$ cat src/hdl/ecng_pkg.sv
// shared types, widths and trig polynomial helpers for the contour node generator
`timescale 1ns / 1ps
package ecng_pkg;

	localparam int IDX_W  = 6;
	localparam int POS_W  = 20;
	localparam int RAD_W  = 16;
	localparam int TRIG_W = 31;
	localparam int VX_W   = 30;
	localparam int SUM_W  = 61;
	localparam int SQ_W   = 31;
	localparam int NUM_W  = 45;
	localparam int Q_W    = 15;
	localparam int NRM_W  = 16;
	localparam int PROD_W = 47;
	localparam int OFF_W  = 17;
	localparam int EXT_W  = 22;

	localparam logic [63:0] Q30_ONE    = 64'd1 << 30;
	localparam logic [63:0] TWO_PI_Q32 = 64'd26986075409;
	localparam logic [63:0] QUARTER    = 64'd1 << 22;
	localparam logic [63:0] EIGHTH     = 64'd1 << 21;
	localparam logic signed [EXT_W-1:0] POS_MAX = 22'sd524287;
	localparam logic signed [EXT_W-1:0] POS_MIN = -22'sd524288;

	typedef struct packed {
		logic              cneg;
		logic              sneg;
		logic [TRIG_W-1:0] cm;
		logic [TRIG_W-1:0] sm;
	} trig_t;

	typedef struct packed {
		logic [IDX_W-1:0]        idx;
		logic                    last;
		trig_t                   trig;
		logic signed [POS_W-1:0] cx;
		logic signed [POS_W-1:0] cy;
		logic [RAD_W-1:0]        major;
		logic [RAD_W-1:0]        minor;
		logic [RAD_W-1:0]        ma;
		logic [RAD_W-1:0]        mi;
	} issue_t;

	typedef struct packed {
		logic [IDX_W-1:0]        idx;
		logic                    last;
		logic                    cneg;
		logic                    sneg;
		logic [TRIG_W-1:0]       cm;
		logic [TRIG_W-1:0]       sm;
		logic signed [POS_W-1:0] pos_x;
		logic signed [POS_W-1:0] pos_y;
	} node_side_t;

	typedef struct packed {
		node_side_t       node;
		logic [VX_W-1:0]  vx;
		logic [VX_W-1:0]  vy;
	} sq_side_t;

	function automatic logic [63:0] sin_oct(input logic [63:0] x);
		logic [63:0] x2;
		logic [63:0] t;
		x2 = (x * x) >> 30;
		t = Q30_ONE;
		t = Q30_ONE - ((x2 * t) >> 30) / 64'd42;
		t = Q30_ONE - ((x2 * t) >> 30) / 64'd20;
		t = Q30_ONE - ((x2 * t) >> 30) / 64'd6;
		return (x * t) >> 30;
	endfunction

	function automatic logic [63:0] cos_oct(input logic [63:0] x);
		logic [63:0] x2;
		logic [63:0] t;
		x2 = (x * x) >> 30;
		t = Q30_ONE;
		t = Q30_ONE - ((x2 * t) >> 30) / 64'd56;
		t = Q30_ONE - ((x2 * t) >> 30) / 64'd30;
		t = Q30_ONE - ((x2 * t) >> 30) / 64'd12;
		t = Q30_ONE - ((x2 * t) >> 30) / 64'd2;
		return t;
	endfunction

	function automatic logic [POS_W-1:0] sat_pos(input logic signed [EXT_W-1:0] v);
		logic [POS_W-1:0] r;
		if (v > POS_MAX) r = POS_MAX[POS_W-1:0];
		else if (v < POS_MIN) r = POS_MIN[POS_W-1:0];
		else r = v[POS_W-1:0];
		return r;
	endfunction

endpackage

$ cat src/hdl/ecng_issue.sv
// ellipse intake, radius normalisation and per-node issue with trig table lookup
`timescale 1ns / 1ps
module ecng_issue #(
	parameter int NODES = 16
) (
	input  logic                               clk,
	input  logic                               arst_n,
	input  logic                               en,
	input  logic                               s_valid,
	output logic                               s_ready,
	input  logic signed [ecng_pkg::POS_W-1:0]  center_x,
	input  logic signed [ecng_pkg::POS_W-1:0]  center_y,
	input  logic [ecng_pkg::RAD_W-1:0]         major_radius,
	input  logic [ecng_pkg::RAD_W-1:0]         minor_radius,
	output logic                               issue_valid_s1,
	output ecng_pkg::issue_t                   issue_s1
);

	localparam int TAB_N = 2 ** ecng_pkg::IDX_W;

	function automatic ecng_pkg::trig_t trig_entry(input int unsigned i);
		logic [63:0] ph;
		logic [63:0] r;
		logic [63:0] x;
		logic [63:0] c;
		logic [63:0] s;
		ecng_pkg::trig_t e;
		ph = ((64'(i) << 24) + 64'(NODES / 2)) / NODES;
		ph = ph & 64'hFF_FFFF;
		r = ph & (ecng_pkg::QUARTER - 64'd1);
		if (r <= ecng_pkg::EIGHTH) begin
			x = (r * ecng_pkg::TWO_PI_Q32) >> 26;
			c = ecng_pkg::cos_oct(x);
			s = ecng_pkg::sin_oct(x);
		end else begin
			x = ((ecng_pkg::QUARTER - r) * ecng_pkg::TWO_PI_Q32) >> 26;
			c = ecng_pkg::sin_oct(x);
			s = ecng_pkg::cos_oct(x);
		end
		case (ph[23:22])
			2'd0: begin
				e.cm = c[30:0]; e.cneg = 1'b0; e.sm = s[30:0]; e.sneg = 1'b0;
			end
			2'd1: begin
				e.cm = s[30:0]; e.cneg = 1'b1; e.sm = c[30:0]; e.sneg = 1'b0;
			end
			2'd2: begin
				e.cm = c[30:0]; e.cneg = 1'b1; e.sm = s[30:0]; e.sneg = 1'b1;
			end
			default: begin
				e.cm = s[30:0]; e.cneg = 1'b0; e.sm = c[30:0]; e.sneg = 1'b1;
			end
		endcase
		return e;
	endfunction

	ecng_pkg::trig_t trig_tab [TAB_N];

	for (genvar g = 0; g < TAB_N; g++) begin : g_tab
		if (g < NODES) begin : g_used
			localparam ecng_pkg::trig_t ENT = trig_entry(g);
			assign trig_tab[g] = ENT;
		end else begin : g_unused
			assign trig_tab[g] = '0;
		end
	end

	logic                              busy_q;
	logic [ecng_pkg::IDX_W-1:0]        cnt_q;
	logic signed [ecng_pkg::POS_W-1:0] cx_q;
	logic signed [ecng_pkg::POS_W-1:0] cy_q;
	logic [ecng_pkg::RAD_W-1:0]        maj_q;
	logic [ecng_pkg::RAD_W-1:0]        min_q;
	logic [ecng_pkg::RAD_W-1:0]        ma_q;
	logic [ecng_pkg::RAD_W-1:0]        mi_q;

	logic                       last_issue;
	logic                       accept;
	logic [ecng_pkg::RAD_W-1:0] maj1;
	logic [ecng_pkg::RAD_W-1:0] min1;
	logic [ecng_pkg::RAD_W-1:0] orv;
	logic [3:0]                 msb;
	logic [3:0]                 sh;

	assign last_issue = busy_q && (cnt_q == ecng_pkg::IDX_W'(NODES - 1));
	assign s_ready    = en && (!busy_q || last_issue);
	assign accept     = s_valid && s_ready;

	// zero radius counts as one lsb; shift both until the larger has its top bit set
	always_comb begin
		maj1 = (major_radius == '0) ? 16'd1 : major_radius;
		min1 = (minor_radius == '0) ? 16'd1 : minor_radius;
		orv  = maj1 | min1;
		msb  = 4'd0;
		for (int k = 0; k < ecng_pkg::RAD_W; k++) begin
			if (orv[k]) msb = 4'(k);
		end
		sh = 4'd15 - msb;
	end

	always_ff @(posedge clk or negedge arst_n) begin
		if (!arst_n) begin
			busy_q         <= 1'b0;
			cnt_q          <= '0;
			issue_valid_s1 <= 1'b0;
		end else if (en) begin
			issue_valid_s1 <= busy_q;
			if (accept) begin
				busy_q <= 1'b1;
				cnt_q  <= '0;
			end else if (busy_q) begin
				if (last_issue) busy_q <= 1'b0;
				else cnt_q <= cnt_q + 1'b1;
			end
		end
	end

	always_ff @(posedge clk) begin
		if (en) begin
			issue_s1.idx   <= cnt_q;
			issue_s1.last  <= last_issue;
			issue_s1.trig  <= trig_tab[cnt_q];
			issue_s1.cx    <= cx_q;
			issue_s1.cy    <= cy_q;
			issue_s1.major <= maj_q;
			issue_s1.minor <= min_q;
			issue_s1.ma    <= ma_q;
			issue_s1.mi    <= mi_q;
		end
		if (accept) begin
			cx_q  <= center_x;
			cy_q  <= center_y;
			maj_q <= maj1;
			min_q <= min1;
			ma_q  <= maj1 << sh;
			mi_q  <= min1 << sh;
		end
	end

endmodule

$ cat config.mk
export PLATFORM = sky130hd
export DESIGN_NAME = ecng_issue
export DESIGN_NICKNAME = d
export VERILOG_FILES = /design/src/hdl/ecng_pkg.sv /design/src/hdl/ecng_issue.sv
export SDC_FILE = /design/constraint.sdc
export NUM_CORES = 1
export LEC_CHECK = 0
export ABC_AREA = 1
export BUFFER_PORTS_ARGS = -buffer_cell sky130_fd_sc_hd__buf_4
export CORE_ASPECT_RATIO = 0.7
export CORE_MARGIN = 1.5
export CORE_UTILIZATION = 24
export DETAILED_ROUTE_END_ITERATION = 8
export PLACE_DENSITY_LB_ADDON = 0.25
export SETUP_SLACK_MARGIN = 0.5
export SKIP_CTS_REPAIR_TIMING = 1
export SLEW_MARGIN = 20
export SYNTH_ARGS = -nofsm -noshare
export SYNTH_HDL_FRONTEND = slang
export SYNTH_SLANG_ARGS = --single-unit
$ cat constraint.sdc
create_clock -name clk -period 5.9 [get_ports clk]
set_input_delay 0.295 -clock clk [delete_from_list [all_inputs] [get_ports clk]]
set_output_delay 0.295 -clock clk [all_outputs]
set_load 0.005 [all_outputs]
# Word level (Yosys, flattened, before mapping)
# Memory sizes are Yosys's and may differ from the RTL's. A register that Yosys moved wholly into a read port is not among the register bits.
# Cells that the tools add are included.
dict set report op_classes {
  n_shift 2
  bitwise_logic 2
  eq_ne 2
  magnitude_cmp 0
  addsub 2
  div 0
  n_reduce_logical 9
  muxes 23
  multipliers 0
}
# cell n
set ops {}
lappend ops {{2-to-1 mux 4 bit} 13}
lappend ops {{logical NOT 16 bit} 2}
lappend ops {{2-to-1 mux 16 bit} 2}
lappend ops {{left shift 16 x 4 -> 16 bit} 2}
lappend ops {{2-to-1 mux 6 bit} 3}
lappend ops {{bitwise OR 16 bit} 1}
lappend ops {{NOT 6 -> 7 bit} 1}
lappend ops {{adder 6 x 1 -> 6 bit (second input constant)} 1}
lappend ops {{equality test 6 x 4 -> 1 bit (second input constant)} 1}
lappend ops {{2-to-1 mux 1 bit} 4}
lappend ops {{subtractor 4 bit (first input constant)} 1}
lappend ops {{logical AND 1 bit} 3}
lappend ops {{AND reduction 3 bit} 1}
lappend ops {{2-to-1 mux 2 bit} 1}
lappend ops {{!= test 2 x 1 -> 1 bit (second input constant)} 1}
lappend ops {{nonzero test 2 bit} 1}
lappend ops {{logical NOT 1 bit} 1}
lappend ops {{logical OR 1 bit} 1}
dict set report totals {
  rom_bits 4096
  reg_bits 223
  wordCells 58
  out_inout_bits 177
  memories 1
  latch_bits 0
  ram_bits 0
}
# memory words word_bits rd rd_ports_with_merged_regs wr line
set mem_list {}
lappend mem_list {{(no name shown)} 64 64 1 1 0 ecng_issue.sv:122} ;# issue_s1.trig <= trig_tab[cnt_q];

# Depth between registers and ports, before layout
dict set report logic_depth {
  depth_word 20
  mapped_depth 24
  mapped_depth_nobuf 24
}

# Least setup slack after synthesis
# OpenSTA, ideal clock, no wires.
dict set report synth_timing {
  path_kind {flip-flop to flip-flop}
  startpoint {register cnt_q[1] in the netlist's numbering}
  endpoint {register cx_q[0] in the netlist's numbering (enable)}
  path_stages_with_launch 8
  required_ns 5.326
  path_slack_ns -0.059
  n_path_buf 0
  t_arrival_ns 5.386
  synth_period_minus_slack_ns 5.959
  cell_sequence {dfrtp_1 -> ha_1 -> nand2_1 -> inv_1 -> nand2_1 -> nand2_1 -> inv_1 -> nor2_1}
}
dict set report synth_via {
  elab_chain_len 5
}
# item line
set synth_lines {}
lappend synth_lines {{from (decl)} ecng_issue.sv:69} ;# logic [ecng_pkg::IDX_W-1:0] cnt_q;
lappend synth_lines {{from (signal assigned)} ecng_issue.sv:113} ;# else cnt_q <= cnt_q + 1'b1;
lappend synth_lines {{equality test 6 x 4 -> 1 bit} ecng_issue.sv:85} ;# assign last_issue = busy_q && (cnt_q == ecng_pkg::IDX_W'(NODES - 1));
lappend synth_lines {{logical AND 1 bit} ecng_issue.sv:85}
lappend synth_lines {{logical OR 1 bit} ecng_issue.sv:86} ;# assign s_ready = en && (!busy_q || last_issue);
lappend synth_lines {{logical AND 1 bit} ecng_issue.sv:86}
lappend synth_lines {{logical AND 1 bit} ecng_issue.sv:87} ;# assign accept = s_valid && s_ready;
lappend synth_lines {{net accept} ecng_issue.sv:78} ;# logic accept;
lappend synth_lines {{to (signal assigned)} ecng_issue.sv:131} ;# cx_q <= center_x;
lappend synth_lines {{to (decl)} ecng_issue.sv:70} ;# logic signed [ecng_pkg::POS_W-1:0] cx_q;
# The timed path passes the listed nets, and every way through them passes these cells.
# A chain may end at the register's enable or synchronous reset.

# Worst setup path in the final report
dict set report layout_timing {
  startpoint {input port minor_radius[15] in the netlist's numbering}
  endpoint {register mi_q[15] in the netlist's numbering (data pin)}
}
dict set report layout_via {
  elab_chain_len 20
}
# item line
set layout_lines {}
lappend layout_lines {{from (decl)} ecng_issue.sv:14} ;# input logic [ecng_pkg::RAD_W-1:0] minor_radius,
lappend layout_lines {{logical NOT 16 bit} ecng_issue.sv:92} ;# min1 = (minor_radius == '0) ? 16'd1 : minor_radius;
lappend layout_lines {{2-to-1 mux 16 bit (*)} ecng_issue.sv:92}
lappend layout_lines {{bitwise OR 16 bit} ecng_issue.sv:93} ;# orv = maj1 | min1;
lappend layout_lines {{2-to-1 mux 1 bit} ecng_issue.sv:96} ;# if (orv[k]) msb = 4'(k);
lappend layout_lines {{2-to-1 mux 2 bit} ecng_issue.sv:96}
lappend layout_lines {{2-to-1 mux 4 bit (13 in series)} ecng_issue.sv:96}
lappend layout_lines {{subtractor 4 bit} ecng_issue.sv:98} ;# sh = 4'd15 - msb;
lappend layout_lines {{left shift 16 x 4 -> 16 bit (*)} ecng_issue.sv:136} ;# mi_q <= min1 << sh;
lappend layout_lines {{to (signal assigned)} ecng_issue.sv:136}
lappend layout_lines {{to (decl)} ecng_issue.sv:75} ;# logic [ecng_pkg::RAD_W-1:0] mi_q;
# Mark *: on every way between the ends. The rest lies on a longest branch, timed or not.

==> out/summary.txt <==
outcome - completed
# IOs - 253
routed via count - 6633
Critical Path AT - 3.65 ns
Detailed Routing Iterations Pass 1 - 5
critical path launch point type - input pin
hold_ws - 0.114 ns
Worst Hold Class - in2reg
ANT nets after route - 0
Clock Skews - 0.00864 ns
final hold vios - 0
P_sw - 0.00112 W
CTS max path bufs - 3
share of power burned in registers - 47.6%
Slew Limit Headroom - 39.1%
Worst Tran Pin Value - 0.914 ns
CTS tree - done
GPL Wtd Cong - 0.855
total gr overflow - 0
Synth Register Bits - 240
FP Rows - 61
Post-Route WL - 26500 µm
CP max FO - 36
Sw Ratio - 25.0%
final setup fails - 0
Root Driver - clkbuf_16
Max Transition Viols Final - 0
Die Y - 172 µm
power density cells - 335 nW/µm²
DRC - 0
Post-Syn Area - 9850 µm²
FF-to-FF path depth - 8
core area - 40100 µm²
crit share post-route - 56.7%
htree depth - 1
Layout area overhead - 36.0%
buffers added on ports - 248
via density per instance - 4.12
max-cap violations - 0
die area - 42300 µm²
Clk pwr share - 36.1%
maximum clock rate - 299 MHz
Worst-Skew Late Latency - 0.55 ns
setup TNS - 0 ns
first-pass GRT wire length - 37900 µm
Crit Path Class - in2reg
RSZ-0062 raised after global routing - no
commonest non-fill, non-tap cell in the layout - buf_4
clk sinks - 240
minimum clock period - 3.34 ns
DP HPWL - 18700 µm
VDD IR max - 187 µV
initial antenna violation count - 1
Netlist cell types - 32
WL/cell - 16.4 µm
drt first-iter violations - 459
Starting Density - 24.6%
crit end category - flop
Total GRT Usage - 11.9%
required time worst endpoint - 6.21 ns
Final nets - 1135
clock-pin transition on the worst setup and hold timing paths - 0.06 ns
most frequent cells in the layout - 253 x buf_4, 232 x edfxtp_1, 142 x nand2_1, 130 x nand3_1, 71 x dlygate4sd3_1
power share of the combinational group - 16.3%
Ys Warns - 0
Cells after Synth - 799
Leakage Power - 5.49 nW
fraction of layout cells with a size suffix above 1 - 29.0%
largest net degree at the start of global routing - 64
register area share after synthesis - 72.8%
hold depth - 3
die span in x - 245 µm
vias in the first global route - 6081
Syn Area/Cell - 12.3 µm²
Num CTS Buffers - 27
Int Pwr - 0.00336 W
==> cells by family after synthesis <==
group           count (synthesis)  synth area share (%)
compound gates                 26                  1.42
simple gates                  359                  16.4
other cells                     1                0.0381
flops                         240                  72.8
buf+inv                       168                  8.73
fa+ha+maj                       5                 0.635
==> stage by stage <==
stage | utilization (%) | area [µm²] | worst slack, ns | std cells | total power [W]
2_1_floorplan | - | 9860 | 1.77 | 802 | 0.00257
3_3_place_gp | 29.5 | 11800 | 2.67 | 1489 | 0.00287
3_5_place_dp | 29.5 | 11800 | 2.64 | 1489 | 0.00287
4_1_cts | 31.6 | 12700 | 3.07 | 1538 | 0.00453
5_1_grt | 33.4 | 13400 | 2.31 | 1610 | 0.00471
6_report | 33.4 | 13400 | 2.56 | 1610 | 0.00448
==> metal layers <==
| metal | part of all wire (%) | global-route usage [%] | vias up | wire length [µm] |
|---|---|---|---|---|
| li1 | - | - | 3202 | - |
| met1 | 47 | 16.9 | 3150 | 12500 |
| met4 | 1.8 | 2.50 | 0 | 483 |
| met2 | 44 | 18.0 | 245 | 11600 |
| met3 | 7.0 | 3.51 | 36 | 1850 |
| met5 | 0 | 0 | - | 0 |
==> path summary, 6_finish.rpt <==
| path | from | end | slack (ns) |
|---|---|---|---|
| worst max-delay path | minor_radius[15] | mi_q[15]$_DFFE_PP_ | 2.56 |
| worst min-delay path | minor_radius[0] | min_q[0]$_DFFE_PP_ | 0.11 |
| worst max register to register | cnt_q[1]$_DFFE_PN0P_ | min_q[0]$_DFFE_PP_ | 3.16 |
| worst min register to register | min_q[3]$_DFFE_PP_ | issue_s1[35]$_DFFE_PP_ | 0.41 |
| max in group asynchronous | arst_n | cnt_q[2]$_DFFE_PN0P_ | 5.64 |
| min in group asynchronous | arst_n | cnt_q[0]$_DFFE_PN0P_ | 0.13 |
==> critical path, stage by stage <==
cell	delay [ns]
dlygate4sd3_1	0.54
buf_4	0.15
nor2_4	0.66
nand3_2	0.78
inv_2	0.68
nand3_1	0.22
nand3_1	0.13
nand2_1	0.06
inv_1	0.05
nand2_1	0.05
==> synthesized netlist by cell type (all sizes together) <==
cell type / instances / area, µm²
edfxtp: 232 / 6970
nand3b: 1 / 7.51
nor2: 53 / 209
and3: 2 / 12.5
nand2: 155 / 624
a31oi: 3 / 18.8
a21oi: 18 / 93.8
conb: 1 / 3.75
nor4: 2 / 12.5
nand3: 131 / 661
inv: 65 / 244
o21ai: 4 / 20.0
dfrtp: 8 / 200
clkinv: 1 / 3.75
nor3: 6 / 30.0
nor3b: 1 / 7.51
buf: 63 / 465
and2: 1 / 6.26
clkbuf: 39 / 146
ha: 5 / 62.6
o21bai: 1 / 7.51
nand4: 7 / 43.8
==> cell type report <==
type / instances / area, µm²
Fill cell: 4004 / 26700
Sequential cell: 240 / 7170
Timing Repair Buffer: 325 / 2620
Multi-Input combinational cell: 394 / 1840
Clock buffer: 34 / 702
Tap cell: 535 / 669
Inverter: 66 / 248
Clock inverter: 15 / 141
Antenna cell: 1 / 2.50
==> power groups by stage <==
stage / sequential, W / clock (W) / combinational, W
detailed placement: 0.00217 / 0 / 0.000702
global placement: 0.00217 / 0 / 0.000703
finish: 0.00213 / 0.00162 / 0.000730
CTS: 0.00214 / 0.00169 / 0.000703
global route: 0.00215 / 0.00175 / 0.000809
floorplan: 0.00215 / 0 / 0.000412
==> registers in the layout (all words and copies together) (netlist names), 6 cells and up <==
name      count
cnt_q         6
cx_q         20
cy_q         20
maj_q        16
mi_q         16
ma_q         16
issue_s1    128
min_q        16
No activity file was read; power rests on OpenSTA's default activity.
